`src/rtl/cfpc_pkg.sv`:
```
// ----------------------------------------------------------------------------
// cfpc_pkg
// Types, constants and the byte-wide CRC-32 update for the frame checker.
// ----------------------------------------------------------------------------
`timescale 1ns / 1ps

package cfpc_pkg;

   localparam int unsigned HEADER_BYTES = 14;
   localparam int unsigned POS_WIDTH    = 4;

   localparam logic [POS_WIDTH-1:0] POS_FIRST       = POS_WIDTH'(0);
   localparam logic [POS_WIDTH-1:0] POS_VERSION     = POS_WIDTH'(4);
   localparam logic [POS_WIDTH-1:0] POS_FLAGS       = POS_WIDTH'(5);
   localparam logic [POS_WIDTH-1:0] POS_LEN_FIRST   = POS_WIDTH'(6);
   localparam logic [POS_WIDTH-1:0] POS_LEN_LAST    = POS_WIDTH'(9);
   localparam logic [POS_WIDTH-1:0] POS_CHECK_FIRST = POS_WIDTH'(10);
   localparam logic [POS_WIDTH-1:0] POS_END         = POS_WIDTH'(HEADER_BYTES);

   localparam logic [31:0] CRC_POLY = 32'hEDB8_8320;
   localparam logic [31:0] CRC_ONES = 32'hFFFF_FFFF;

   localparam logic [31:0] MAGIC_WORD_RESET         = 32'd0;
   localparam logic [7:0]  EXPECTED_VERSION_RESET   = 8'd1;
   localparam logic [31:0] MAX_PAYLOAD_LENGTH_RESET = 32'd4096;

   typedef enum logic [1:0] {
      PHASE_HEADER  = 2'd0,
      PHASE_PAYLOAD = 2'd1
   } phase_type;

   typedef enum logic [2:0] {
      STATUS_OK          = 3'd0,
      STATUS_INCOMPLETE  = 3'd1,
      STATUS_BAD_MAGIC   = 3'd2,
      STATUS_BAD_VERSION = 3'd3,
      STATUS_TOO_LARGE   = 3'd4,
      STATUS_CRC_BAD     = 3'd5
   } status_type;

   typedef enum logic [1:0] {
      CSR_MAGIC_WORD         = 2'd0,
      CSR_EXPECTED_VERSION   = 2'd1,
      CSR_MAX_PAYLOAD_LENGTH = 2'd2
   } csr_index_type;

   typedef struct packed {
      logic [31:0] magic_word;
      logic [7:0]  expected_version;
      logic [31:0] max_payload_length;
   } cfg_type;

   typedef struct packed {
      logic        emit;
      logic        payload_valid;
      logic [7:0]  payload_data;
      logic        frame_done;
      status_type  frame_status;
      logic [7:0]  frame_version;
      logic [7:0]  frame_flags;
      logic [31:0] frame_payload_length;
   } result_type;

   // Reflected CRC-32 advanced by one byte, least significant bit first.
   function automatic logic [31:0] crc_byte(input logic [31:0] crc, input logic [7:0] data);
      logic [31:0] c;
      c = crc ^ {24'd0, data};
      for (int k = 0; k < 8; k++) begin
         c = (c >> 1) ^ (CRC_POLY & {32{c[0]}});
      end
      return c;
   endfunction

endpackage

```
`src/rtl/cfpc_frame_parser.sv`:
```
// ----------------------------------------------------------------------------
// cfpc_frame_parser
// Header and payload parse state; computes the result of each accepted beat.
// ----------------------------------------------------------------------------
`timescale 1ns / 1ps

module cfpc_frame_parser (
   input  logic                clock,
   input  logic                reset,
   input  logic                beat_accept,
   input  logic [7:0]          stream_byte,
   input  logic                end_of_buffer,
   input  cfpc_pkg::cfg_type   cfg,
   output cfpc_pkg::result_type result
);

   cfpc_pkg::phase_type                 phase_ff, phase_in;
   logic [cfpc_pkg::POS_WIDTH-1:0]      pos_ff, pos_in;
   logic [7:0]                          version_ff, version_in;
   logic [7:0]                          flags_ff, flags_in;
   logic [31:0]                         length_ff, length_in;
   logic [31:0]                         check_ff, check_in;
   logic [31:0]                         crc_ff, crc_in;
   logic [31:0]                         remaining_ff, remaining_in;

   logic [cfpc_pkg::POS_WIDTH-1:0]      pos;
   logic [cfpc_pkg::POS_WIDTH-1:0]      pos_next;
   logic [31:0]                         crc_next;
   logic [31:0]                         remaining_dec;
   logic [7:0]                          magic_byte;
   logic [1:0]                          length_lane;
   logic [1:0]                          check_lane;
   logic                                done;
   logic                                pv;
   cfpc_pkg::status_type                status;

   always_comb begin
      phase_in      = phase_ff;
      pos_in        = pos_ff;
      version_in    = version_ff;
      flags_in      = flags_ff;
      length_in     = length_ff;
      check_in      = check_ff;
      crc_in        = crc_ff;
      remaining_in  = remaining_ff;
      done          = 1'b0;
      pv            = 1'b0;
      status        = cfpc_pkg::STATUS_OK;
      crc_next      = cfpc_pkg::crc_byte(crc_ff, stream_byte);
      remaining_dec = remaining_ff - {31'd0, (remaining_ff != 32'd0)};
      pos           = (pos_ff >= cfpc_pkg::POS_END) ? cfpc_pkg::POS_FIRST : pos_ff;
      pos_next      = pos + cfpc_pkg::POS_WIDTH'(1);
      magic_byte    = 8'(cfg.magic_word >> {pos[1:0], 3'b000});
      length_lane   = 2'(pos - cfpc_pkg::POS_LEN_FIRST);
      check_lane    = 2'(pos - cfpc_pkg::POS_CHECK_FIRST);

      unique case (phase_ff)
         cfpc_pkg::PHASE_PAYLOAD: begin
            pv           = 1'b1;
            crc_in       = crc_next;
            remaining_in = remaining_dec;
            if (remaining_dec == 32'd0) begin
               done   = 1'b1;
               status = ((~crc_next) == check_ff) ? cfpc_pkg::STATUS_OK
                                                  : cfpc_pkg::STATUS_CRC_BAD;
            end
         end
         default: begin
            // A new header starts by clearing the fields held from the last one.
            if (pos == cfpc_pkg::POS_FIRST) begin
               version_in = 8'd0;
               flags_in   = 8'd0;
               length_in  = 32'd0;
               check_in   = 32'd0;
            end
            priority if (pos < cfpc_pkg::POS_VERSION) begin
               if (stream_byte != magic_byte) begin
                  done   = 1'b1;
                  status = cfpc_pkg::STATUS_BAD_MAGIC;
               end
            end else if (pos == cfpc_pkg::POS_VERSION) begin
               version_in = stream_byte;
               if (stream_byte != cfg.expected_version) begin
                  done   = 1'b1;
                  status = cfpc_pkg::STATUS_BAD_VERSION;
               end
            end else if (pos == cfpc_pkg::POS_FLAGS) begin
               flags_in = stream_byte;
            end else if (pos < cfpc_pkg::POS_CHECK_FIRST) begin
               length_in = length_in | ({24'd0, stream_byte} << {length_lane, 3'b000});
               if (pos == cfpc_pkg::POS_LEN_LAST && length_in > cfg.max_payload_length) begin
                  done   = 1'b1;
                  status = cfpc_pkg::STATUS_TOO_LARGE;
               end
            end else begin
               check_in = check_in | ({24'd0, stream_byte} << {check_lane, 3'b000});
            end

            if (!done) begin
               pos_in = pos_next;
               if (pos_next >= cfpc_pkg::POS_END) begin
                  pos_in = cfpc_pkg::POS_FIRST;
                  if (length_in == 32'd0) begin
                     // An empty payload has a CRC of zero.
                     done   = 1'b1;
                     status = (check_in == 32'd0) ? cfpc_pkg::STATUS_OK
                                                  : cfpc_pkg::STATUS_CRC_BAD;
                  end else begin
                     phase_in     = cfpc_pkg::PHASE_PAYLOAD;
                     remaining_in = length_in;
                     crc_in       = cfpc_pkg::CRC_ONES;
                  end
               end
            end
         end
      endcase

      if (!done && end_of_buffer) begin
         done   = 1'b1;
         status = cfpc_pkg::STATUS_INCOMPLETE;
      end
      if (done) begin
         phase_in     = cfpc_pkg::PHASE_HEADER;
         pos_in       = cfpc_pkg::POS_FIRST;
         remaining_in = 32'd0;
      end

      result.emit                 = pv | done;
      result.payload_valid        = pv;
      result.payload_data         = pv ? stream_byte : 8'd0;
      result.frame_done           = done;
      result.frame_status         = done ? status : cfpc_pkg::STATUS_OK;
      result.frame_version        = version_in;
      result.frame_flags          = flags_in;
      result.frame_payload_length = length_in;
   end

   always_ff @(posedge clock) begin
      if (reset) begin
         phase_ff     <= cfpc_pkg::PHASE_HEADER;
         pos_ff       <= cfpc_pkg::POS_FIRST;
         version_ff   <= 8'd0;
         flags_ff     <= 8'd0;
         length_ff    <= 32'd0;
         check_ff     <= 32'd0;
         crc_ff       <= cfpc_pkg::CRC_ONES;
         remaining_ff <= 32'd0;
      end else if (beat_accept) begin
         phase_ff     <= phase_in;
         pos_ff       <= pos_in;
         version_ff   <= version_in;
         flags_ff     <= flags_in;
         length_ff    <= length_in;
         check_ff     <= check_in;
         crc_ff       <= crc_in;
         remaining_ff <= remaining_in;
      end
   end

endmodule

```
`src/rtl/crc_framed_packet_checker_top.sv`:
```
// ----------------------------------------------------------------------------
// crc_framed_packet_checker_top
// Length-prefixed frame deframer with header checks and payload CRC-32.
// ----------------------------------------------------------------------------
// Usage:
// The req channel carries one stream byte per beat, with end_of_buffer set
// on the last byte available. Each frame is a 14-byte header (four magic
// bytes, version, flags, little-endian length, little-endian CRC-32) and a
// payload. Header beats produce no rsp beat unless they end the frame (on
// an error or an empty payload) or meet end of buffer. Every payload byte
// produces one rsp beat carrying that byte; the last one also carries
// frame_done and the status. A result appears on rsp in the cycle after
// its req beat is accepted. Bytes are taken one per cycle unless rsp
// stalls; the CRC for one byte is eight unrolled xor steps between the
// parse state and the rsp register. The rsp register is a single stage:
// req_ready stays high while it is empty or being drained, so a stalled
// receiver holds the result in place and back-pressures req only for as
// long as rsp_ready stays low. Reset empties the rsp register, returns
// the parser to hunting for a header and restores the configuration
// registers to their reset values. The csr port writes one register per
// cycle and must be used only while no frame is in flight.
// ----------------------------------------------------------------------------
`timescale 1ns / 1ps

module crc_framed_packet_checker_top (
   input  logic        clock,
   input  logic        reset,

   input  logic        req_valid,
   output logic        req_ready,
   input  logic [7:0]  req_stream_byte,
   input  logic        req_end_of_buffer,

   output logic        rsp_valid,
   input  logic        rsp_ready,
   output logic        rsp_payload_valid,
   output logic [7:0]  rsp_payload_data,
   output logic        rsp_frame_done,
   output logic [2:0]  rsp_frame_status,
   output logic [7:0]  rsp_frame_version,
   output logic [7:0]  rsp_frame_flags,
   output logic [31:0] rsp_frame_payload_length,

   input  logic        csr_write_enable,
   input  logic [1:0]  csr_index,
   input  logic [31:0] csr_write_data
);

   cfpc_pkg::cfg_type    cfg_ff;
   cfpc_pkg::result_type result;
   cfpc_pkg::result_type rsp_ff;
   logic                 rsp_valid_ff;
   logic                 beat_accept;

   // Configuration registers; writes to an unused index are dropped.
   always_ff @(posedge clock) begin
      if (reset) begin
         cfg_ff.magic_word         <= cfpc_pkg::MAGIC_WORD_RESET;
         cfg_ff.expected_version   <= cfpc_pkg::EXPECTED_VERSION_RESET;
         cfg_ff.max_payload_length <= cfpc_pkg::MAX_PAYLOAD_LENGTH_RESET;
      end else if (csr_write_enable) begin
         unique case (csr_index)
            cfpc_pkg::CSR_MAGIC_WORD:         cfg_ff.magic_word <= csr_write_data;
            cfpc_pkg::CSR_EXPECTED_VERSION:   cfg_ff.expected_version <= csr_write_data[7:0];
            cfpc_pkg::CSR_MAX_PAYLOAD_LENGTH: cfg_ff.max_payload_length <= csr_write_data;
            default: begin
            end
         endcase
      end
   end

   // A new byte is taken whenever the rsp register is free at the next edge.
   assign req_ready   = !rsp_valid_ff || rsp_ready;
   assign beat_accept = req_valid && req_ready;

   cfpc_frame_parser u_parser (
      .clock         (clock),
      .reset         (reset),
      .beat_accept   (beat_accept),
      .stream_byte   (req_stream_byte),
      .end_of_buffer (req_end_of_buffer),
      .cfg           (cfg_ff),
      .result        (result)
   );

   always_ff @(posedge clock) begin
      if (reset) begin
         rsp_valid_ff <= 1'b0;
      end else if (beat_accept) begin
         rsp_valid_ff <= result.emit;
      end else if (rsp_ready) begin
         rsp_valid_ff <= 1'b0;
      end
   end

   // Result payload holds while a beat waits; it has no reset.
   always_ff @(posedge clock) begin
      if (beat_accept && result.emit) begin
         rsp_ff <= result;
      end
   end

   assign rsp_valid                = rsp_valid_ff;
   assign rsp_payload_valid        = rsp_ff.payload_valid;
   assign rsp_payload_data         = rsp_ff.payload_data;
   assign rsp_frame_done           = rsp_ff.frame_done;
   assign rsp_frame_status         = rsp_ff.frame_status;
   assign rsp_frame_version        = rsp_ff.frame_version;
   assign rsp_frame_flags          = rsp_ff.frame_flags;
   assign rsp_frame_payload_length = rsp_ff.frame_payload_length;

endmodule

```
`config.mk`:
```
export PLATFORM = sky130hd
export DESIGN_NAME = crc_framed_packet_checker_top
export DESIGN_NICKNAME = d
export VERILOG_FILES = /design/src/rtl/cfpc_pkg.sv /design/src/rtl/cfpc_frame_parser.sv /design/src/rtl/crc_framed_packet_checker_top.sv
export SDC_FILE = /design/constraint.sdc
export NUM_CORES = 1
export LEC_CHECK = 0
export ABC_AREA = 1
export BUFFER_PORTS_ARGS = -buffer_cell sky130_fd_sc_hd__buf_2
export CORE_MARGIN = 3
export CORE_UTILIZATION = 50
export DETAILED_ROUTE_END_ITERATION = 8
export PLACE_DENSITY = 0.68
export REMOVE_ABC_BUFFERS = 1
export SLEW_MARGIN = 10
export SYNTH_ARGS = -nofsm -noshare
export SYNTH_HDL_FRONTEND = slang
export SYNTH_SLANG_ARGS = --single-unit
```
`constraint.sdc`:
```
create_clock -name clock -period 10.6 [get_ports clock]
set_input_delay 1.59 -clock clock [delete_from_list [all_inputs] [get_ports clock]]
set_output_delay 1.59 -clock clock [all_outputs]
set_load 0.01 [all_outputs]
```
# --- After elaboration in Yosys (flattened, before gate mapping) ---
# Index checks and enable logic that the tools add are counted.
op_classes:
  n_bitwise: 15
  n_mux: 75
  addsub: 4
  eq_ne: 16
  shifts: 3
  order_cmp: 5
  n_reduce_logical: 26
op_table:
  columns: ["operator", "n"]
  rows:
  - ["$mux 32", 24]
  - ["$xor 31x32->32", 8]
  - ["$logic_not 32->1", 3]
  - ["$mux 8", 9]
  - ["$or 32x32->32", 2]
  - ["$shl 8x5->32", 2]
  - ["$mux 3", 12]
  - ["$eq 32x32->1", 1]
  - ["$gt 32x32->1", 1]
  - ["$not 32->32", 1]
  - ["$reduce_bool 32->1", 1]
  - ["$shr 32x5->8", 1]
  - ["$sub 32x1->32", 1]
  - ["$xor 32x8->32", 1]
  - ["$mux 4", 5]
  - ["$mux 1", 18]
  - ["$ne 8x8->1", 2]
  - ["$mux 2", 7]
  - ["$eq 4x3->1 const B", 2]
  - ["$ge 4x4->1 const B", 2]
  - ["$reduce_and 2->1", 4]
  - ["$reduce_and 4->1", 2]
  - ["$ne 2x1->1 const B", 3]
  - ["$ne 3x2->1 const B", 2]
  - ["other kinds (20)", 30]
totals:
  wordCells: 164
  register_bits: 284
  out_inout_bits: 63
  input_bits: 48

# --- Longest topological paths before layout ---
# Gate-level depths: netlist of run 1.
logic_depth:
  ltp_word: 21
  depth_mapped: 30
  depth_no_buf: 26

# --- By module ---
# Synthesis of run 1 repeated with hierarchy kept, for this count alone.
unflattened:
  cells_unflattened: 2605
  hier_area_um2: 17106.4
by_module_without_submodules:
  columns: ["mod", "instances", "area_per_inst_um2", "cells_each"]
  rows:
  - ["cfpc_frame_parser", 1, 12187.9, 2071]
  - ["crc_framed_packet_checker_top", 1, 4918.5, 534]

# --- Least setup slack after synthesis of run 1 ---
# Ideal clock, no wire load.
synth_timing:
  kind: "input -> register"
  start: "input req_stream_byte[3]"
  end: "register rsp_ff, in the netlist rsp_frame_done (enable)"
  setup_ns: 0.415
  cell_stages: 17
  slack_ns: 5.491
  required_time_ns: 10.185
  t_arrival_ns: 4.694
  path_cell_list: "clkbuf_1 -> inv_1 -> nor2_1 -> inv_1 -> o21ai_0 -> ha_1 -> nand2_1 -> nor2_1 -> nor3b_1 -> a21oi_1 -> a21oi_1 -> nand2_1 -> inv_1 -> nand4_1 -> nand2_1 -> clkbuf_1 -> inv_1"
synth_via:
  elab_chain_cells: 17
  elab_cells_between_ends: 29
  classes_between: "order compare (1); eq/ne (2); shift (1); mux (18); bitwise (2); reduce/logical (5)"
synth_lines:
  columns: ["element", "line", "text"]
  rows:
  - ["start, declared", "crc_framed_packet_checker_top.sv:31", "input logic [7:0] req_stream_byte,"]
  - ["$shl 8x5->32", "cfpc_frame_parser.sv:90", "length_in = length_in | ({24'd0, stream_byte} << {length_lane, 3'b000});"]
  - ["$or 32x32->32", "cfpc_frame_parser.sv:90", null]
  - ["$gt 32x32->1 or $mux 32 (tied branches)", "cfpc_frame_parser.sv:91, cfpc_frame_parser.sv:89", null]
  - ["$logic_and 1x1->1 or $mux 32 (tied branches)", "cfpc_frame_parser.sv:91, cfpc_frame_parser.sv:87", null]
  - ["$mux 1 or $mux 32 (tied branches)", "cfpc_frame_parser.sv:91, cfpc_frame_parser.sv:81", null]
  - ["$mux 1 or $mux 32 (tied branches)", "cfpc_frame_parser.sv:89, cfpc_frame_parser.sv:76", null]
  - ["$mux 1 or $mux 32 (tied branches)", "cfpc_frame_parser.sv:87, cfpc_frame_parser.sv:57", null]
  - ["$mux 1 or $logic_not 32->1 (tied branches)", "cfpc_frame_parser.sv:81, cfpc_frame_parser.sv:103", null]
  - ["$mux 1 (on tied branches)", "cfpc_frame_parser.sv:76, cfpc_frame_parser.sv:103", null]
  - ["$mux 1 (on tied branches)", "cfpc_frame_parser.sv:57, cfpc_frame_parser.sv:101", null]
  - ["$mux 1 (*)", "cfpc_frame_parser.sv:99", "if (!done) begin"]
  - ["$mux 1 (*)", "cfpc_frame_parser.sv:57", "unique case (phase_ff)"]
  - ["$logic_not 1->1", "cfpc_frame_parser.sv:118", "if (!done && end_of_buffer) begin"]
  - ["$logic_and 1x1->1", "cfpc_frame_parser.sv:118", null]
  - ["$mux 1 (*)", "cfpc_frame_parser.sv:118", null]
  - ["$or 1x1->1 (*)", "cfpc_frame_parser.sv:128", "result.emit = pv | done;"]
  - ["$logic_and 1x1->1 (*)", "crc_framed_packet_checker_top.sv:98", "if (beat_accept && result.emit) begin"]
  - ["end signal, assigned", "crc_framed_packet_checker_top.sv:99", "rsp_ff <= result;"]
  - ["end, declared", "crc_framed_packet_checker_top.sv:51", "cfpc_pkg::result_type rsp_ff;"]
# Mark *: on every way between the ends. The rest lies on a longest branch, timed or not. The select of a mux whose other input is x is not followed.
# A chain may end at the register's enable or synchronous reset.

# --- Worst setup path after layout of run 1 ---
layout_timing:
  start: "register u_parser.pos_ff[3] (netlist name)"
  end: "register u_parser.remaining_ff[19]"
layout_via:
  elab_chain_cells: 21
  elab_cells_between_ends: 48
  classes_between: "add/sub (2); order compare (5); eq/ne (6); shift (2); mux (25); bitwise (1); reduce/logical (7)"
layout_lines:
  columns: ["element", "line", "text"]
  rows:
  - ["start, declared", "cfpc_frame_parser.sv:18", "logic [cfpc_pkg::POS_WIDTH-1:0] pos_ff, pos_in;"]
  - ["start signal, assigned", "cfpc_frame_parser.sv:141", "pos_ff <= cfpc_pkg::POS_FIRST;"]
  - ["start signal, assigned", "cfpc_frame_parser.sv:150", "pos_ff <= pos_in;"]
  - ["$ge 4x4->1", "cfpc_frame_parser.sv:51", "pos = (pos_ff >= cfpc_pkg::POS_END) ? cfpc_pkg::POS_FIRST : pos_ff;"]
  - ["$mux 4 (*)", "cfpc_frame_parser.sv:51", null]
  - ["branches (longest 19 deep; another with $gt 32x32->1)", null, null]
  - ["end signal, assigned", "cfpc_frame_parser.sv:156", "remaining_ff <= remaining_in;"]
  - ["end, declared", "cfpc_frame_parser.sv:24", "logic [31:0] remaining_ff, remaining_in;"]
# Every way passes the cells marked *. The select of a mux whose other input is x is not followed.

==> metrics, run 1 <==
status finished clean; area of the mapped netlist 16200 um2; CTS H-tree lvls 1; crit path kind flip-flop to flip-flop; vias around 16000; worst setup path start u_parser.pos_ff[3]; proportion of layout cells with a drive suffix above 1 0.0843; total grt overflow 0; Worst R2R Setup Slack between 4 and 5 ns; Post-CTS Hold Fix Bufs 0; largest net degree at the start of global routing between 90 and 100; Post-synth EDFFs 61; worst reg2reg endpoint u_parser.remaining_ff[19]; count of buffers from port buffering 110; unrepaired setup endpoints after global routing no; max cap viols 0; hold crit path type flip-flop to flip-flop; Slew Viols, Final 0; endpoints failing setup 0; first-pass GRT wire length 81500 um; DR pass1 iterations 6; worst-skew pair later-pin latency ~0.57 ns; Die W between 150 and 200 um; DRC Markers 0; area of the die roughly 35000 um2; Reg2Reg Depth 19; number of global-route vias before repair 14600; HPWL after detailed placement approximately 38000 um; Routed WL per cell 18.3 um; WL final 52400 um; Avg Inst Size Synth between 6 and 7 um2; Worst Hold Path EP cfg_ff[50]; crit end category flip-flop; Inserted Diodes 0; count of state elements after synthesis between 200 and 300; commonest non-fill, non-tap cell in the layout nand2_1; cell count along the critical path 19; pwr dens just under 200 nW/um2; Setup Skew 0.0136 ns; Hold Fails Final Rpt 0; CP max-delay cell nand2_2; worst endpoint required time approximately 11 ns; Clock Path Buffers 3; root buf cell clkbuf_16; most frequent CP cell nand2_1; antenna violations before repair 0; CP arrival between 6 and 7 ns; Seq/Total Area, Yosys 0.388; setup TNS 0 ns; Chip Height ~190 um; Largest delay share family, worst path simple AND/OR/NAND/NOR gates; Final #Nets about 2500; hold path cells 2; DRT iter0 DRCs about 1600; CTS tree done; Buf/Inv on CP 1; post-CTS sizing 0; total chip power between 3000 and 4000 uW; routed vias/inst ~5.6; Final Critical Period about 6.0 ns; Worst-path clk slew 0.07 ns; slew at the pin with the worst max-slew slack approximately 1.1 ns; max_slew headroom 0.254; critical path fanouts, max 46; Yosys warnings 0; Area Growth Syn to Fin 10.9%; Async SR Flop Fraction 0; Critical R2R Launch u_parser.pos_ff[3]; CP startpoint kind flip-flop; Post-CTS Setup Bufs 0; Antenna Nets Post-Route 0; FMAX about 170 MHz; std cell rows 65; Leak slightly below 0.009 uW; Main synth FF type dfxtp_1; most frequent cells in the layout nand2_1 (675), nor2_1 (273), inv_1 (236); clk sinks around 280; hold_sp cfg_ff[50]; Initial Util 0.510; critical path cell sequence nand3_2 -> nand2_1 -> ha_1 -> nand2_4 -> inv_2 -> o21ai_0 -> ha_1 -> nand2_1 -> nor2_1 -> nor3b_1 -> a21oi_1 -> a21oi_1 -> nand2_1 -> nand2_1 -> nand4_2 -> nand2_2 -> nand2_1 -> nand2_1 -> nor2_1; Tot GR Track Use 0.300; cell count after synthesis 2386; Top Ports around 110; CORE AREA 31700 um2; Crit path largest cell delay 0.94 ns; final worst path period share 0.570; CTS Buf Count 31; Worst VDD drop about 140 uV; Netlist cell types 41; GP Congestion 0.979
-- worst min-delay path, delay by kind of cell (launching register included) --
family	cells	cell delay (ns)
buffers and inverters	1	0.06
AOI/OAI and AO/OA	1	0.05
DFF	1	0.30
-- per-layer routing --
layer	vias to the layer above	part of all wire	GRT usage
li1	7842	-	-
met1	7397	0.44	0.419
met2	649	0.44	0.478
met3	110	0.073	0.0391
met4	0	0.040	0.109
met5	-	0	0
-- state kept, by name, indices dropped and copies added (netlist names) --
register	count
u_parser.remaining_ff	32
rsp_frame_payload_length	32
cfg_ff	72
u_parser.check_ff	32
rsp_payload_data	8
u_parser.length_ff	32
rsp_frame_version	8
u_parser.phase_ff	1
rsp_payload_valid	1
rsp_frame_status	3
u_parser.version_ff	8
u_parser.pos_ff	4
u_parser.crc_ff	32
rsp_valid	1
u_parser.flags_ff	8
rsp_frame_done	1
rsp_frame_flags	8
-- power breakdown --
group / switching [uW] / internal (uW) / leakage (uW)
Sequential: 51.8 / 1200 / 0.00243
Combinational: 754 / 334 / 0.00577
Clock: 453 / 666 / 0.000527
Total: 1260 / 2200 / 0.00872
-- synthesized netlist by cell type (29+ instances only) --
master    count  area, um2
nor2_1      274       1030
a21oi_1     172        861
dfxtp_1     222       4440
inv_1       239        897
nand3_1     134        671
nand2_1     675       2530
xor2_1       72        631
clkbuf_1     80        300
o21a_1       29        218
o22ai_1      65        407
edfxtp_1     61       1830
ha_1         36        450
o21ai_0     165        826
-- how the worst max path moves through the flow --
stage                                endpoint  slack (ns)
global placement    u_parser.remaining_ff[19]        4.88
floorplan               u_parser.check_ff[10]        4.29
global route        u_parser.remaining_ff[17]        4.07
detailed placement  u_parser.remaining_ff[19]        4.75
CTS                 u_parser.remaining_ff[19]        4.73
finish              u_parser.remaining_ff[19]        4.56
-- cells by family after synthesis --
family,count (synthesis),share of synthesized area
adders and majority gates,36,0.0279
buffers and inverters,362,0.0873
and+or+nand+nor,1154,0.290
xor gates and xnor gates,94,0.0522
DFF,283,0.388
AOI/OAI and AO/OA,457,0.155
-- metrics by stage --
stage / std cells / setup WS (ns) / instance area (um2) / utilization / hold slack (ns)
global route: 2857 / 4.07 / 17900 / 0.565 / 0.481
CTS: 2857 / 4.73 / 17900 / 0.565 / 0.459
floorplan: 2272 / 4.29 / 15700 / - / 0.429
detailed placement: 2799 / 4.75 / 16900 / 0.532 / 0.450
finish: 2857 / 4.56 / 17900 / 0.565 / 0.463
global placement: 2799 / 4.88 / 16900 / 0.532 / 0.445
-- layout make-up --
cell class              count  area (um2)
repair buffers            125         663
clock buffers              40         860
well taps                 402         503
multi-input cells        1741        8500
inverters                 248         932
clock inverters            18         195
fillers                  3160       13800
flip-flops and latches    283        6280
(Power assumes the default switching activity.)
==> inputs of run 2 (changes only) <==
clock period = 6.3 ns   (was 10.6 ns; I/O delays follow)
==> run 2 against run 1 <==
  * Global-route usage shrank 0.87 points
  * Final cell count is 0.18% higher
  * Non-clock buffer count grew 1
  * Largest power group unchanged
==> metrics, run 2 (synthesis results as in run 1) <==
pwr dens 328 nW/um2 (+70%); Antenna Nets Post-Route 0 (unchanged); CP startpoint kind flip-flop; Post-CTS Hold Fix Bufs 0 (unchanged); CTS tree done; FMAX 186 MHz (+12%); max_slew headroom 0.252 (-0.00227); area of the die 34500 um2 (unchanged); commonest non-fill, non-tap cell in the layout nand2_1; unrepaired setup endpoints after global routing no; DR pass1 iterations 5 (-1); Chip Height 186 um (unchanged); slew at the pin with the worst max-slew slack 1.12 ns (+0.00339 ns); routed vias/inst 5.56 (-0.74%); number of global-route vias before repair 14700 (+0.28%); CTS H-tree lvls 2 (+1); std cell rows 65 (unchanged); crit end category flip-flop; largest net degree at the start of global routing 82 (-13%); number of flip-flops in the largest register 72 (unchanged); Initial Util 0.510 (unchanged); endpoints failing setup 0 (unchanged); WL final 50400 um (-3.9%); Leak 0.00876 uW (+0.40%); antenna violations before repair 0 (unchanged); max cap viols 0 (unchanged); crit path kind flip-flop to flip-flop; fin worst setup slack 0.910 ns (-3.65 ns); critical path fanouts, max 46 (unchanged); Clock Path Buffers 3 (unchanged); Inserted Diodes 0 (unchanged); root buf cell clkbuf_16; vias 15900 (-0.57%); Die W 186 um (unchanged); CP arrival 5.79 ns (-0.71 ns); Post-CTS Setup Bufs 0 (unchanged); Placement Setup Slack 1.11 ns (-3.64 ns); placed cell count 2800 (+0.036%); Tot GR Track Use 0.291 (-0.00867); Top Ports 111 (unchanged); worst endpoint required time 6.70 ns (-4.35 ns); DRC Markers 0 (unchanged); Area Growth Syn to Fin 11.6%; Reg with most FFs cfg_ff; proportion of layout cells with a drive suffix above 1 0.0833 (-0.000984); Final #Nets 2518 (+0.16%); fin util 0.569 (+0.00343); Hold Fails Final Rpt 0 (unchanged); final worst path period share 0.856 (+0.286); most frequent CP cell nand2_1; most frequent cells in the layout nand2_1 (675), nor2_1 (273), inv_1 (236); worst-skew pair later-pin latency 0.52 ns (-0.05 ns); total grt overflow 0 (unchanged); Final Critical Period 5.39 ns (-0.653 ns); critical path cell sequence nand3_2 -> nand2_1 -> ha_1 -> nand2_4 -> inv_2 -> o21ai_0 -> ha_1 -> nand2_1 -> nor2_1 -> nor3b_1 -> a21oi_1 -> a21oi_1 -> nand2_1 -> inv_1 -> nand4_1 -> nand2_1 -> buf_4 -> nand2_2 -> o21ai_0 -> nor2_1; DRT iter0 DRCs 1529 (-2.4%); CP max-delay cell dfxtp_1; GP Congestion 0.975 (-0.40%); final cell count without fillers 2862 (+0.18%); FILL cells 3075 (-2.7%); status finished clean; Setup Skew 0.0140 ns (+0.000346 ns); clk sinks 283 (unchanged); count of buffers from port buffering 110 (unchanged); CORE AREA 31700 um2 (unchanged); Crit path largest cell delay 0.57 ns (-0.37 ns); HPWL after detailed placement 36900 um (-3.7%); setup TNS 0 ns (unchanged); Routed WL per cell 17.6 um (-4.0%); hold crit path type flip-flop to flip-flop; Worst-path clk slew 0.06 ns (about the same); first-pass GRT wire length 79700 um (-2.2%); Worst VDD drop 247 uV (+79%); CTS Buf Count 34 (+9.7%); post-CTS sizing 0 (unchanged); Slew Viols, Final 0 (unchanged)
run 2: per-stage QoR:
| step | hold WS [ns] | instance area, um2 | total power (uW) |
|---|---|---|---|
| after global placement | 0.447 | 16900 | 3890 |
| after CTS | 0.463 | 18000 | 5920 |
| after detailed placement | 0.455 | 16900 | 3920 |
| after global routing | 0.470 | 18000 | 6270 |
| after floorplan | 0.429 | 15700 | 3370 |
| final | 0.467 | 18000 | 5920 |
run 2: metal layers:
layer	routed length (um)	vias up	global-route usage
li1	-	7856	-
met1	22100	7344	0.403
met2	22900	584	0.474
met3	3680	123	0.0360
met4	1760	0	0.101
met5	0	-	0
run 2: power breakdown:
group	internal (uW)	switching (uW)	total, uW
clock	1220	783	2000
combinational	564	1240	1810
sequential	2020	87.6	2110
total	3800	2110	5920
run 2: critical path, delay by kind of cell, from the launching register on:
kind | cells | cell delay, ns
buf+inv | 3 | 0.95
flops | 1 | 0.57
fa+ha+maj | 2 | 0.58
simple gates | 11 | 2.35
compound gates | 4 | 0.76
run 2: final cells by class:
class	count	area (um2)	area share
inverters	248	932	0.0517
flip-flops and latches	283	6280	0.348
clock buffers	49	947	0.0525
well taps	402	503	0.0279
multi-input cells	1741	8500	0.471
clock inverters	13	184	0.0102
repair buffers	126	696	0.0386
run 2: path summary, 6_finish.rpt:
check	from	slack (ns)	depth (start not counted)	to
setup / recovery	u_parser.pos_ff[3]	0.91	20	u_parser.remaining_ff[27]
hold reg to reg	cfg_ff[6]	0.47	2	cfg_ff[6]
hold / removal	cfg_ff[6]	0.47	2	cfg_ff[6]
setup reg to reg	u_parser.pos_ff[3]	0.91	20	u_parser.remaining_ff[27]
